**src/hdl/hcbp_pkg.sv**
```systemverilog
`default_nettype none
package hcbp_pkg;

    localparam int CMD_W       = 2;
    localparam int SYM_W       = 8;
    localparam int CODE_W      = 24;
    localparam int LEN_W       = 5;
    localparam int BYTE_W      = 8;
    localparam int PAD_W       = 3;
    localparam int PEND_W      = BYTE_W - 1;
    localparam int ACC_W       = PEND_W + CODE_W;
    localparam int CNT_W       = $clog2(ACC_W + 1);
    localparam int QUEUE_DEPTH = 4;
    localparam int QPTR_W      = $clog2(QUEUE_DEPTH);
    localparam int QCNT_W      = QPTR_W + 1;

    localparam int DEF_MAX_CODE_LEN = 24;
    localparam int DEF_NUM_SYMBOLS  = 256;

    typedef enum logic [CMD_W-1:0] {
        CMD_LOAD   = 2'd0,
        CMD_ENCODE = 2'd1,
        CMD_FLUSH  = 2'd2
    } cmd_t;

    // work handed from the front end to the packer
    typedef struct packed {
        logic              flush;
        logic [CODE_W-1:0] code;
        logic [LEN_W-1:0]  len;
    } op_t;

    typedef struct packed {
        logic [BYTE_W-1:0] data;
        logic [PAD_W-1:0]  pad;
        logic              last;
    } res_t;

endpackage
`default_nettype wire

```
**src/hdl/hcbp_queue.sv**
```systemverilog
`default_nettype none
module hcbp_queue
    import hcbp_pkg::*;
(
    input  wire logic        clk,
    input  wire logic        rst_n,
    input  wire logic        wr_en,
    input  wire op_t         wr_op,
    input  wire logic        rd_en,
    output op_t              rd_op,
    output logic             rd_valid,
    output logic [QCNT_W-1:0] count
);

    op_t               slot_reg [QUEUE_DEPTH];
    logic [QPTR_W-1:0] wr_ptr_reg, wr_ptr_next;
    logic [QPTR_W-1:0] rd_ptr_reg, rd_ptr_next;
    logic [QCNT_W-1:0] cnt_reg, cnt_next;

    always_ff @(posedge clk)
    begin
        if (wr_en)
        begin
            slot_reg[wr_ptr_reg] <= wr_op;
        end
    end

    assign wr_ptr_next = wr_en ? wr_ptr_reg + 1'b1 : wr_ptr_reg;
    assign rd_ptr_next = rd_en ? rd_ptr_reg + 1'b1 : rd_ptr_reg;
    assign cnt_next    = cnt_reg + QCNT_W'(wr_en) - QCNT_W'(rd_en);

    always_ff @(posedge clk or negedge rst_n)
    begin
        if (!rst_n)
        begin
            wr_ptr_reg <= '0;
            rd_ptr_reg <= '0;
            cnt_reg    <= '0;
        end
        else
        begin
            wr_ptr_reg <= wr_ptr_next;
            rd_ptr_reg <= rd_ptr_next;
            cnt_reg    <= cnt_next;
        end
    end

    assign rd_op    = slot_reg[rd_ptr_reg];
    assign rd_valid = (cnt_reg != '0);
    assign count    = cnt_reg;

endmodule
`default_nettype wire

```
**config.mk**
```make
export PLATFORM = sky130hd
export DESIGN_NAME = hcbp_queue
export DESIGN_NICKNAME = d
export VERILOG_FILES = /design/src/hdl/hcbp_pkg.sv /design/src/hdl/hcbp_queue.sv
export SDC_FILE = /design/constraint.sdc
export NUM_CORES = 1
export LEC_CHECK = 0
export BUFFER_PORTS_ARGS = -buffer_cell sky130_fd_sc_hd__buf_4
export CORE_MARGIN = 2
export CORE_UTILIZATION = 47
export CTS_BUF_LIST = sky130_fd_sc_hd__clkbuf_8 sky130_fd_sc_hd__clkbuf_16
export CTS_CLUSTER_SIZE = 12
export DETAILED_ROUTE_END_ITERATION = 7
export GPL_TIMING_DRIVEN = 0
export PLACE_DENSITY = 0.68
export SETUP_SLACK_MARGIN = 0.02
export SLEW_MARGIN = 20
export SYNTH_ARGS = -nofsm -noshare
export SYNTH_HDL_FRONTEND = slang
export SYNTH_SLANG_ARGS = --single-unit
export TNS_END_PERCENT = 1
```
**constraint.sdc**
```tcl
create_clock -name clk -period 2.7 [get_ports clk]
set_input_delay 0.405 -clock clk [delete_from_list [all_inputs] [get_ports clk]]
set_output_delay 0.405 -clock clk [all_outputs]
set_load 0.1 [all_outputs]
```
=== Word-level counts from Yosys, hierarchy flattened ===
Memories as Yosys holds them, arrays and structs flattened.
Index checks and enable logic that the tools add are counted.

* Register bits after elaboration: 7
* Memory bits (writable): 120
* Input port bits: 34
* Output and inout port bits: 34
* Word-level logic and storage cells: 11
* Memories: 1

* Add/subtract/negate cells: 4
* Muxes and demuxes: 2
* Reduce and logical (&&, ||, !) cells: 1

{| class="wikitable"
|+ Memory list
! name !! words !! bits a word !! rd ports !! clocked after memory_dff !! wr ports !! RTL line !! text
|-
| slot_reg || 4 || 30 || 1 || 0 || 1 || hcbp_queue.sv:15 || <nowiki>op_t slot_reg [QUEUE_DEPTH];</nowiki>
|}

{| class="wikitable"
|+ Operator list
! cell !! number
|-
| 2-bit by 1-bit adder with 2-bit output (second input constant) || 2
|-
| 3-bit by 1-bit adder with 3-bit output || 1
|-
| 3-bit nonzero test || 1
|-
| 3-bit by 1-bit subtractor with 3-bit output || 1
|-
| 1-bit 2-to-1 mux || 2
|}

=== Logic depth before layout (Yosys ltp) ===
Gate-level depths: netlist (run 1).

* Word-level depth: 2
* Gate-level depth with buffers: 7
* Gate-level depth less buffers: 7

=== Least setup slack after synthesis (run 1) ===
OpenSTA, ideal clock, no wires.

* Path type: register to register
* Start: register cnt_reg[0] (netlist: count[0])
* End: register cnt_reg[2] (netlist: count[2])
* Library setup time: 126 ps
* Data arrival time: 2171 ps
* Data required time: 2574 ps
* Setup slack: 402 ps
* Cell stages (with the launch flop): 8
* Path buffers: 0
* Period minus slack after synthesis: 2298 ps
* Cell sequence: dfrtp_1 inv_1 ha_1 inv_1 ha_1 fa_1 xnor2_1 xnor2_1

* Cells in the longest elaborated chain, start to end: 2

{| class="wikitable"
|+ Ends and longest elaborated chain
! what !! RTL line !! text
|-
| start, declared || hcbp_queue.sv:18 || <nowiki>logic [QCNT_W-1:0] cnt_reg, cnt_next;</nowiki>
|-
| start signal, assigned || hcbp_queue.sv:44 || <nowiki>cnt_reg <= cnt_next;</nowiki>
|-
| 3-bit by 1-bit adder with 3-bit output || hcbp_queue.sv:30 || <nowiki>assign cnt_next = cnt_reg + QCNT_W'(wr_en) - QCNT_W'(rd_en);</nowiki>
|-
| 3-bit by 1-bit subtractor with 3-bit output || hcbp_queue.sv:30 ||
|-
| named net cnt_next[2] || hcbp_queue.sv:18 ||
|}

The timed path passes the listed nets, and every way through them passes these cells.
A chain may end at the register's enable or synchronous reset.

==> metrics.md, run 1 <==
| Metric | Value |
|---|---|
| Status | finished clean |
| IO Count | 68 |
| Fin Setup TNS | 0 ps |
| Largest net degree at the start of global routing | 19 |
| Antenna cell count | 0 |
| Via Count | 2135 |
| Seq/Total Area, Yosys | 79.5% |
| WHS Endpoint | slot_reg[0][16]$_DFFE_PP_ |
| Buffers added on ports | 67 |
| Post-route ant nets | 0 |
| Commonest cells post-synth | 120 x edfxtp_1, 28 x mux4_2, 7 x dfrtp_1 |
| Worst-path maximum fanout | 10 |
| Reg2reg start | count[0]$_DFF_PN0_ |
| Hold Crit Class | in2reg |
| Max_slew headroom | 70.5% |
| Hold path start | wr_op[16] |
| Worst-path clk slew | 60 ps |
| Flops & latches, synth | 127 |
| Avg WL per Cell | 18.1 um |
| Worst setup SP type | flip-flop |
| Clock root cell | clkbuf_8 |
| Prevailing post-synth register cell | edfxtp_1 |
| DRC | 0 |
| Final Setup Violations | 0 |
| Post-Syn Area | 0.00475 mm2 |
| Die width | 105 um |
| Post-route cell area | 0.00615 mm2 |
| Yosys top cell area share | 75.8% |
| Post-synthesis net count | 231 |
| Drt pass-1 iters | 5 |
| Htree depth | 4 |
| Final Max Slew Viols | 0 |
| Synth warn | 0 |
| Vias in the first global route | 2273 |
| Final period util | 85.7% |
| Synth area leaders | edfxtp_1 76%, mux4_2 13%, dfrtp_1 3.7% |
| Num rows | 36 |
| Max reg flops | 120 |
| Worst Max-Slew Pin Slew | 443 ps |
| CP endpoint kind | output pin |
| Initial antenna violation count | 0 |
| Iteration-0 DRC Markers | 89 |
| Grt total ovfl | 0 |
| Synth cell types | 16 |
| Max_cap viols | 0 |
| GR Util All Layers | 15.3% |
| Post-Synth Simple-Gate Area | 0.816% |
| Setup bufs post-CTS | 0 |
| Critical Path AT | 1910 ps |
| Clk_lat worst skew | 500 ps |
| Fin nets | 322 |
| FF-to-FF setup slack | 1050 ps |
| Synth Area in Compound Gates | 0.105% |
| Initial Utilization | 48.6% |
| Final WL | 7700 um |
| Crit path time final | 2310 ps |
| Core Area | 0.00977 mm2 |
| Vias per cell | 5.01 |
| Largest family of logic cells by synthesized area | multiplexers |
| Final hold violation count | 0 |
| Synth Area in XOR/XNOR | 0.921% |
| Post-synth EDFFs | 120 |
| Num CTS Buffers | 17 |
| Hold path cells | 1 |
| Longest Clk Path Bufs | 2 |
| Worst r2r path cells | 7 |
| CTS tree | done |
| Clock sink count | 127 |
| CP required | 2300 ps |
| First-pass GRT wire length | 12100 um |
| DIE AREA | 0.0109 mm2 |
| Asr flop ratio synth | 5.51% |
| Post-synthesis adder-cell area fraction | 2.00% |
| RSZ-0062 raised after global routing | no |
| Syn Area/Cell | 25.0 um2 |
| Post-DP HPWL | 4940 um |
| Highest Clock Rate | 432 MHz |
| Top-count cell post-synth | edfxtp_1 |
| Clk_skew | 5.99 ps |
| Mux share of post-synthesis cell area | 14.4% |
| Cts repair resizes | 0 |
| Cell count after synthesis | 190 |
| Share of cells above drive strength 1 | 47.8% |
| P&R area growth vs syn | 29.5% |
| R2R Path End | count[2]$_DFF_PN0_ |
| GPL Wtd Cong | 0.658 |
| Crit path kind | reg2out |
| Die Span Y | 105 um |
| Placed cell areas | 0.00554 mm2 |
| Leading area contributor after synthesis | edfxtp_1 |
-- layout make-up --
type	instances	area (um2)
Fill cell	694	3620
Clock inverter	14	193
Sequential cell	127	3780
Multi-Input combinational cell	50	871
Clock buffer	17	414
Inverter	6	22.5
Timing Repair Buffer	72	623
Buffer	7	86.3
Tap cell	133	166
-- how the worst max path moves through the flow --
stage	endpoint	depth (start not counted)	startpoint	slack (ps)
after detailed placement	rd_op[2]	4	rd_ptr_reg[0]$_DFFE_PN0P_	890
after CTS	rd_op[2]	4	rd_ptr_reg[0]$_DFFE_PN0P_	350
final	rd_op[22]	4	rd_ptr_reg[0]$_DFFE_PN0P_	390
after global placement	slot_reg[0][18]$_DFFE_PP_	3	wr_ptr_reg[0]$_DFFE_PN0P_	380
after floorplan	count[2]$_DFF_PN0_	7	count[0]$_DFF_PN0_	400
after global routing	rd_op[13]	4	rd_ptr_reg[0]$_DFFE_PN0P_	320
-- metrics by stage --
step	utilization, %	cells	hold slack [ps]	setup slack, ps
2_1_floorplan	-	190	109	402
3_3_place_gp	55.5	390	225	384
3_5_place_dp	56.7	394	226	888
4_1_cts	63.0	426	76.3	347
5_1_grt	63.0	426	76.9	319
6_report	63.0	426	103	387
-- cell usage in the layout (no fill, tap or decap) --
master,instances
clkinv_1,1
buf_16,4
and2_2,4
buf_12,3
nand2_1,2
or3_1,1
mux4_2,28
dfrtp_1,7
o21ai_0,1
buf_6,1
inv_1,6
buf_2,3
bufinv_16,4
xor2_1,2
clkinvlp_4,2
fa_1,1
inv_6,1
clkinv_4,4
xnor2_1,3
clkbuf_8,1
edfxtp_1,120
dlygate4sd3_1,1
clkbuf_16,16
buf_4,67
ha_1,6
mux4_1,2
clkinv_2,2
-- repair_timing --
action / CTS / global route
endpoints found under the hold margin: 7 / 0
hold buffers: 1 / 0
setup endpoints to repair: 0 / 0
-- routing by layer --
metal  share of wire, %  vias up  track usage, %
met5                  0        -               0
met4               0.92        0            8.11
met3                4.5        4            4.05
met2                 52       56            24.0
met1                 43     1107            19.9
li1                   -      968               -
-- cells by family (layout without fill, tap and decap cells) --
| kind of cell | Yosys count | in the layout |
|---|---|---|
| fa+ha+maj | 7 | 7 |
| flops | 127 | 127 |
| mux | 30 | 30 |
| xor+xnor | 5 | 5 |
| compound gates | 1 | 1 |
| buf+inv | 13 | 116 |
| simple gates | 7 | 7 |
-- worst max-delay path, stage by stage (launching register included) --
cell	delay, ps
dfrtp_1	330
buf_6	150
buf_12	150
mux4_2	530
buf_4	250
Power of run 1 is left out: the tool's default activity adds up to more than one toggle a clock period on the data nets, which glitch-free logic cannot reach.
==> run 2, diff against run 1 <==
CORE_ASPECT_RATIO = 0.9   (was unset)
==> run 2 against run 1 <==
- critical path depth stayed put
- design area is 1.5% lower
- via count is 2.0% higher
- critical path type unchanged
- critical endpoint is now rd_op[7]
- highest routed layer unchanged
==> metrics.md, run 2 (synthesis gave the netlist of run 1 again) <==
| Metric | Value |
|---|---|
| CP endpoint kind | output pin |
| Crit path time final | 2360 ps |
| Setup bufs post-CTS | 0 |
| Htree depth | 4 |
| Fin nets | 322 |
| M1 GR Usage | 21.2% |
| CTS tree | done |
| Critical path buffers and inverters | 3 |
| Worst setup SP type | flip-flop |
| Num rows | 34 |
| CP max stage delay | 540 ps |
| Avg WL per Cell | 18.8 um |
| Final period util | 87.6% |
| Die width | 110 um |
| RSZ-0062 raised after global routing | no |
| Post-route ant nets | 0 |
| Num CTS Buffers | 17 |
| Initial antenna violation count | 0 |
| Most Crowded Layer GR | met2 |
| Hold Buf Count CTS | 1 |
| Hold path cells | 1 |
| Placed cells | 387 |
| DRC | 0 |
| Fin Setup TNS | 0 ps |
| Clk_skew | 7.52 ps |
| Status | finished clean |
| Final Setup Violations | 0 |
| Max reg flops | 120 |
| Vias per cell | 5.19 |
| Clock sink count | 127 |
| Max_cap viols | 0 |
| Cell chain of the critical path | buf_6 > buf_12 > mux4_2 > buf_4 |
| Hold Crit Class | in2reg |
| Worst-path maximum fanout | 10 |
| WP depth | 4 |
| Clk_lat worst skew | 520 ps |
| Final Max Slew Viols | 0 |
| GPL Wtd Cong | 0.669 |
| Critical Path AT | 1960 ps |
| Clock root cell | clkbuf_8 |
| Highest Clock Rate | 423 MHz |
| Final Instance Count excl. Fillers | 420 |
| Via Count | 2178 |
| Die Span Y | 99.4 um |
| Core Area | 0.00974 mm2 |
| Longest Clk Path Bufs | 2 |
| IO Count | 68 |
| Post-DP HPWL | 4950 um |
| Iteration-0 DRC Markers | 107 |
| Slowest cell on crit path | mux4_2 |
| Largest net degree at the start of global routing | 24 |
| Vias in the first global route | 2224 |
| Drt pass-1 iters | 4 |
| GRT met3 Usage | 8.19% |
| DIE AREA | 0.0109 mm2 |
| Max_slew headroom | 70.0% |
| Grt total ovfl | 0 |
| Final WL | 7910 um |
| Crit path kind | reg2out |
| Cts repair resizes | 0 |
| Most frequent cells in the layout | 120 x edfxtp_1, 67 x buf_4, 28 x mux4_2 |
| Worst-path clk slew | 60 ps |
| Fill count | 698 |
| Worst r2r path cells | 7 |
| CP required | 2300 ps |
| Initial Utilization | 48.8% |
| First-pass GRT wire length | 12100 um |
| Antenna cell count | 0 |
| Most common cell after layout, fill and taps aside | edfxtp_1 |
| Worst path top cell family by delay | buffers and inverters |
| Met2 Usage GRT | 23.6% |
| Buffers added on ports | 67 |
| GR Util All Layers | 16.3% |
| P&R area growth vs syn | 27.5% |
| Share of cells above drive strength 1 | 47.6% |
| Final hold violation count | 0 |
| Worst Max-Slew Pin Slew | 451 ps |
[run 2: changes by cell type in the layout (fill, tap and decap cells not counted)]
| cell | delta |
|---|---|
| clkinv_1 | +1 |
| buf_16 | -2 |
| clkinv_4 | -3 |
| clkinv_2 | +2 |
| clkinvlp_4 | +3 |
| inv_6 | +1 |
| buf_12 | +2 |
| bufinv_16 | -3 |
[run 2: metrics by stage]
stage	area [um2]	setup WS, ps	hold WS, ps	util [%]
floorplan	4750	402	109	-
global route	6060	234	43.5	62.2
CTS	6060	288	44.8	62.2
detailed placement	5510	868	224	56.6
finish	6060	336	79.1	62.2
global placement	5410	366	223	55.6
[run 2: final cells by class]
type                       instances  area (um2)  area share (%)
buffer                             7        86.3            1.42
clock buffer                      17         414            6.83
clock inverter                    15         121            2.00
inverter                           6        22.5           0.372
multi-input combinational         50         871            14.4
sequential                       127        3780            62.4
tap                              126         158            2.60
timing repair buffer              72         608            10.0
[run 2: routing by layer]
metal  vias up  wire length, um  part of all wire (%)
met5         -                0                     0
met4         0              107                   1.4
met3         9              535                   6.8
met2        68             3860                    49
met1      1122             3420                    43
li1        979                -                     -
[run 2: final timing paths]
check,startpoint,end,slack [ps]
min in group asynchronous,rst_n,wr_ptr_reg[0]$_DFFE_PN0P_,220
max in group asynchronous,rst_n,rd_ptr_reg[1]$_DFFE_PN0P_,2350
min reg2reg,wr_ptr_reg[0]$_DFFE_PN0P_,wr_ptr_reg[0]$_DFFE_PN0P_,540
max reg2reg,count[0]$_DFF_PN0_,count[2]$_DFF_PN0_,1020
max,rd_ptr_reg[0]$_DFFE_PN0P_,rd_op[7],340
min,wr_op[23],slot_reg[1][23]$_DFFE_PP_,80
Power of run 2 is left out for the same reason.
==> run 3, diff against run 2 <==
MAX_ROUTING_LAYER = met4   (was unset)
==> run 3 against run 2 <==
- count of clock-buffer cells in the layout unchanged
- register-to-register slack barely moved
- non-clock buffer count is the same
==> metrics.md, run 3 (synthesis gave the netlist of run 1 again) <==
| Metric | Value |
|---|---|
| Iteration-0 DRC Markers | 114 |
| Drt pass-1 iters | 4 |
| Max_slew headroom | 70.1% |
| Vias per cell | 5.19 |
| IO Count | 68 |
| Antenna cell count | 0 |
| Post-route ant nets | 0 |
| Die Span Y | 99.4 um |
| Num rows | 34 |
| P&R area growth vs syn | 27.5% |
| Worst Max-Slew Pin Slew | 448 ps |
| Die width | 110 um |
| Final WL | 7920 um |
| Clock root cell | clkbuf_8 |
| Initial Utilization | 48.8% |
| Fin nets | 322 |
| DIE AREA | 0.0109 mm2 |
| Fin Setup TNS | 0 ps |
| CP required | 2300 ps |
| Max reg flops | 120 |
| Share of cells above drive strength 1 | 47.6% |
| Reg2reg start | count[0]$_DFF_PN0_ |
| Fill count | 698 |
| Avg WL per Cell | 18.9 um |
| Clk_lat worst skew | 520 ps |
| Buffers added on ports | 67 |
| CTS tree | done |
| Core Area | 0.00974 mm2 |
| Via Count | 2178 |
| RSZ-0062 raised after global routing | no |
| Highest Clock Rate | 424 MHz |
| Final Instance Count excl. Fillers | 420 |
| Worst-path maximum fanout | 10 |
| Max_cap viols | 0 |
| Grt total ovfl | 0 |
| Largest net degree at the start of global routing | 24 |
| CP endpoint kind | output pin |
| Final Max Slew Viols | 0 |
| Final hold slack | 82.2 ps |
| Longest Clk Path Bufs | 2 |
| Post-DP HPWL | 4950 um |
| Worst setup SP type | flip-flop |
| Clk_skew | 7.01 ps |
| Setup bufs post-CTS | 0 |
| Critical Path AT | 1960 ps |
| Num CTS Buffers | 17 |
| Clock sink count | 127 |
| Post-route cell area | 0.00606 mm2 |
| Worst-path clk slew | 60 ps |
| Htree depth | 4 |
| Worst r2r path cells | 7 |
| Final period util | 87.5% |
| Most common cell after layout, fill and taps aside | edfxtp_1 |
| Crit path kind | reg2out |
| Final hold violation count | 0 |
| Hold path start | rd_en |
| DRC | 0 |
| Vias in the first global route | 2223 |
| Hold Crit Class | in2reg |
| Cts repair resizes | 0 |
| Hold path cells | 2 |
| Final Setup Violations | 0 |
| Initial antenna violation count | 0 |
| First-pass GRT wire length | 12100 um |
| Most frequent cells in the layout | 120 x edfxtp_1, 67 x buf_4, 28 x mux4_2 |
| Placed cell areas | 0.00551 mm2 |
| Placed cells | 387 |
| Crit path from | rd_ptr_reg[0]$_DFFE_PN0P_ |
| GR Util All Layers | 16.8% |
| Status | finished clean |
| Crit path time final | 2360 ps |
| GPL Wtd Cong | 0.676 |
-- run 3: repair_timing --
action,CTS,global route
setup endpoints to repair,0,0
endpoints found under the hold margin,7,0
hold buffers,1,0
-- run 3: area by class of cell --
class / instances / area, um2 / area share, %
Sequential cell: 127 / 3780 / 62.4
Multi-Input combinational cell: 50 / 871 / 14.4
Timing Repair Buffer: 72 / 608 / 10.0
Clock buffer: 17 / 414 / 6.83
Tap cell: 126 / 158 / 2.60
Clock inverter: 15 / 121 / 2.00
Buffer: 7 / 86.3 / 1.42
Inverter: 6 / 22.5 / 0.372
-- run 3: worst paths after layout --
| kind | endpoint | slack, ps |
|---|---|---|
| min in group asynchronous | wr_ptr_reg[0]$_DFFE_PN0P_ | 230 |
| max in group asynchronous | count[1]$_DFF_PN0_ | 2350 |
| hold reg to reg | wr_ptr_reg[0]$_DFFE_PN0P_ | 540 |
| setup reg to reg | count[2]$_DFF_PN0_ | 1020 |
| setup / recovery | rd_op[7] | 340 |
| hold / removal | rd_ptr_reg[0]$_DFFE_PN0P_ | 80 |
-- run 3: stage by stage --
stage               worst slack [ps]  util [%]
finish                           339      62.2
global route                     236      62.2
CTS                              288      62.2
detailed placement               868      56.6
global placement                 366      55.6
floorplan                        402         -
-- run 3: critical path, cell delays in order (launching register included) --
cell and delay, ps:
dfrtp_1 340, buf_6 140, buf_12 150, mux4_2 540, buf_4 260
-- run 3: metal layers --
| layer | GRT usage (%) | vias up | part of all wire, % |
|---|---|---|---|
| met2 | 23.6 | 77 | 49 |
| met4 | 6.43 | 0 | 0.99 |
| met3 | 7.54 | 7 | 6.5 |
| li1 | - | 978 | - |
| met1 | 21.4 | 1116 | 43 |
| met5 | - | - | 0 |
Power of run 3 is left out for the same reason.
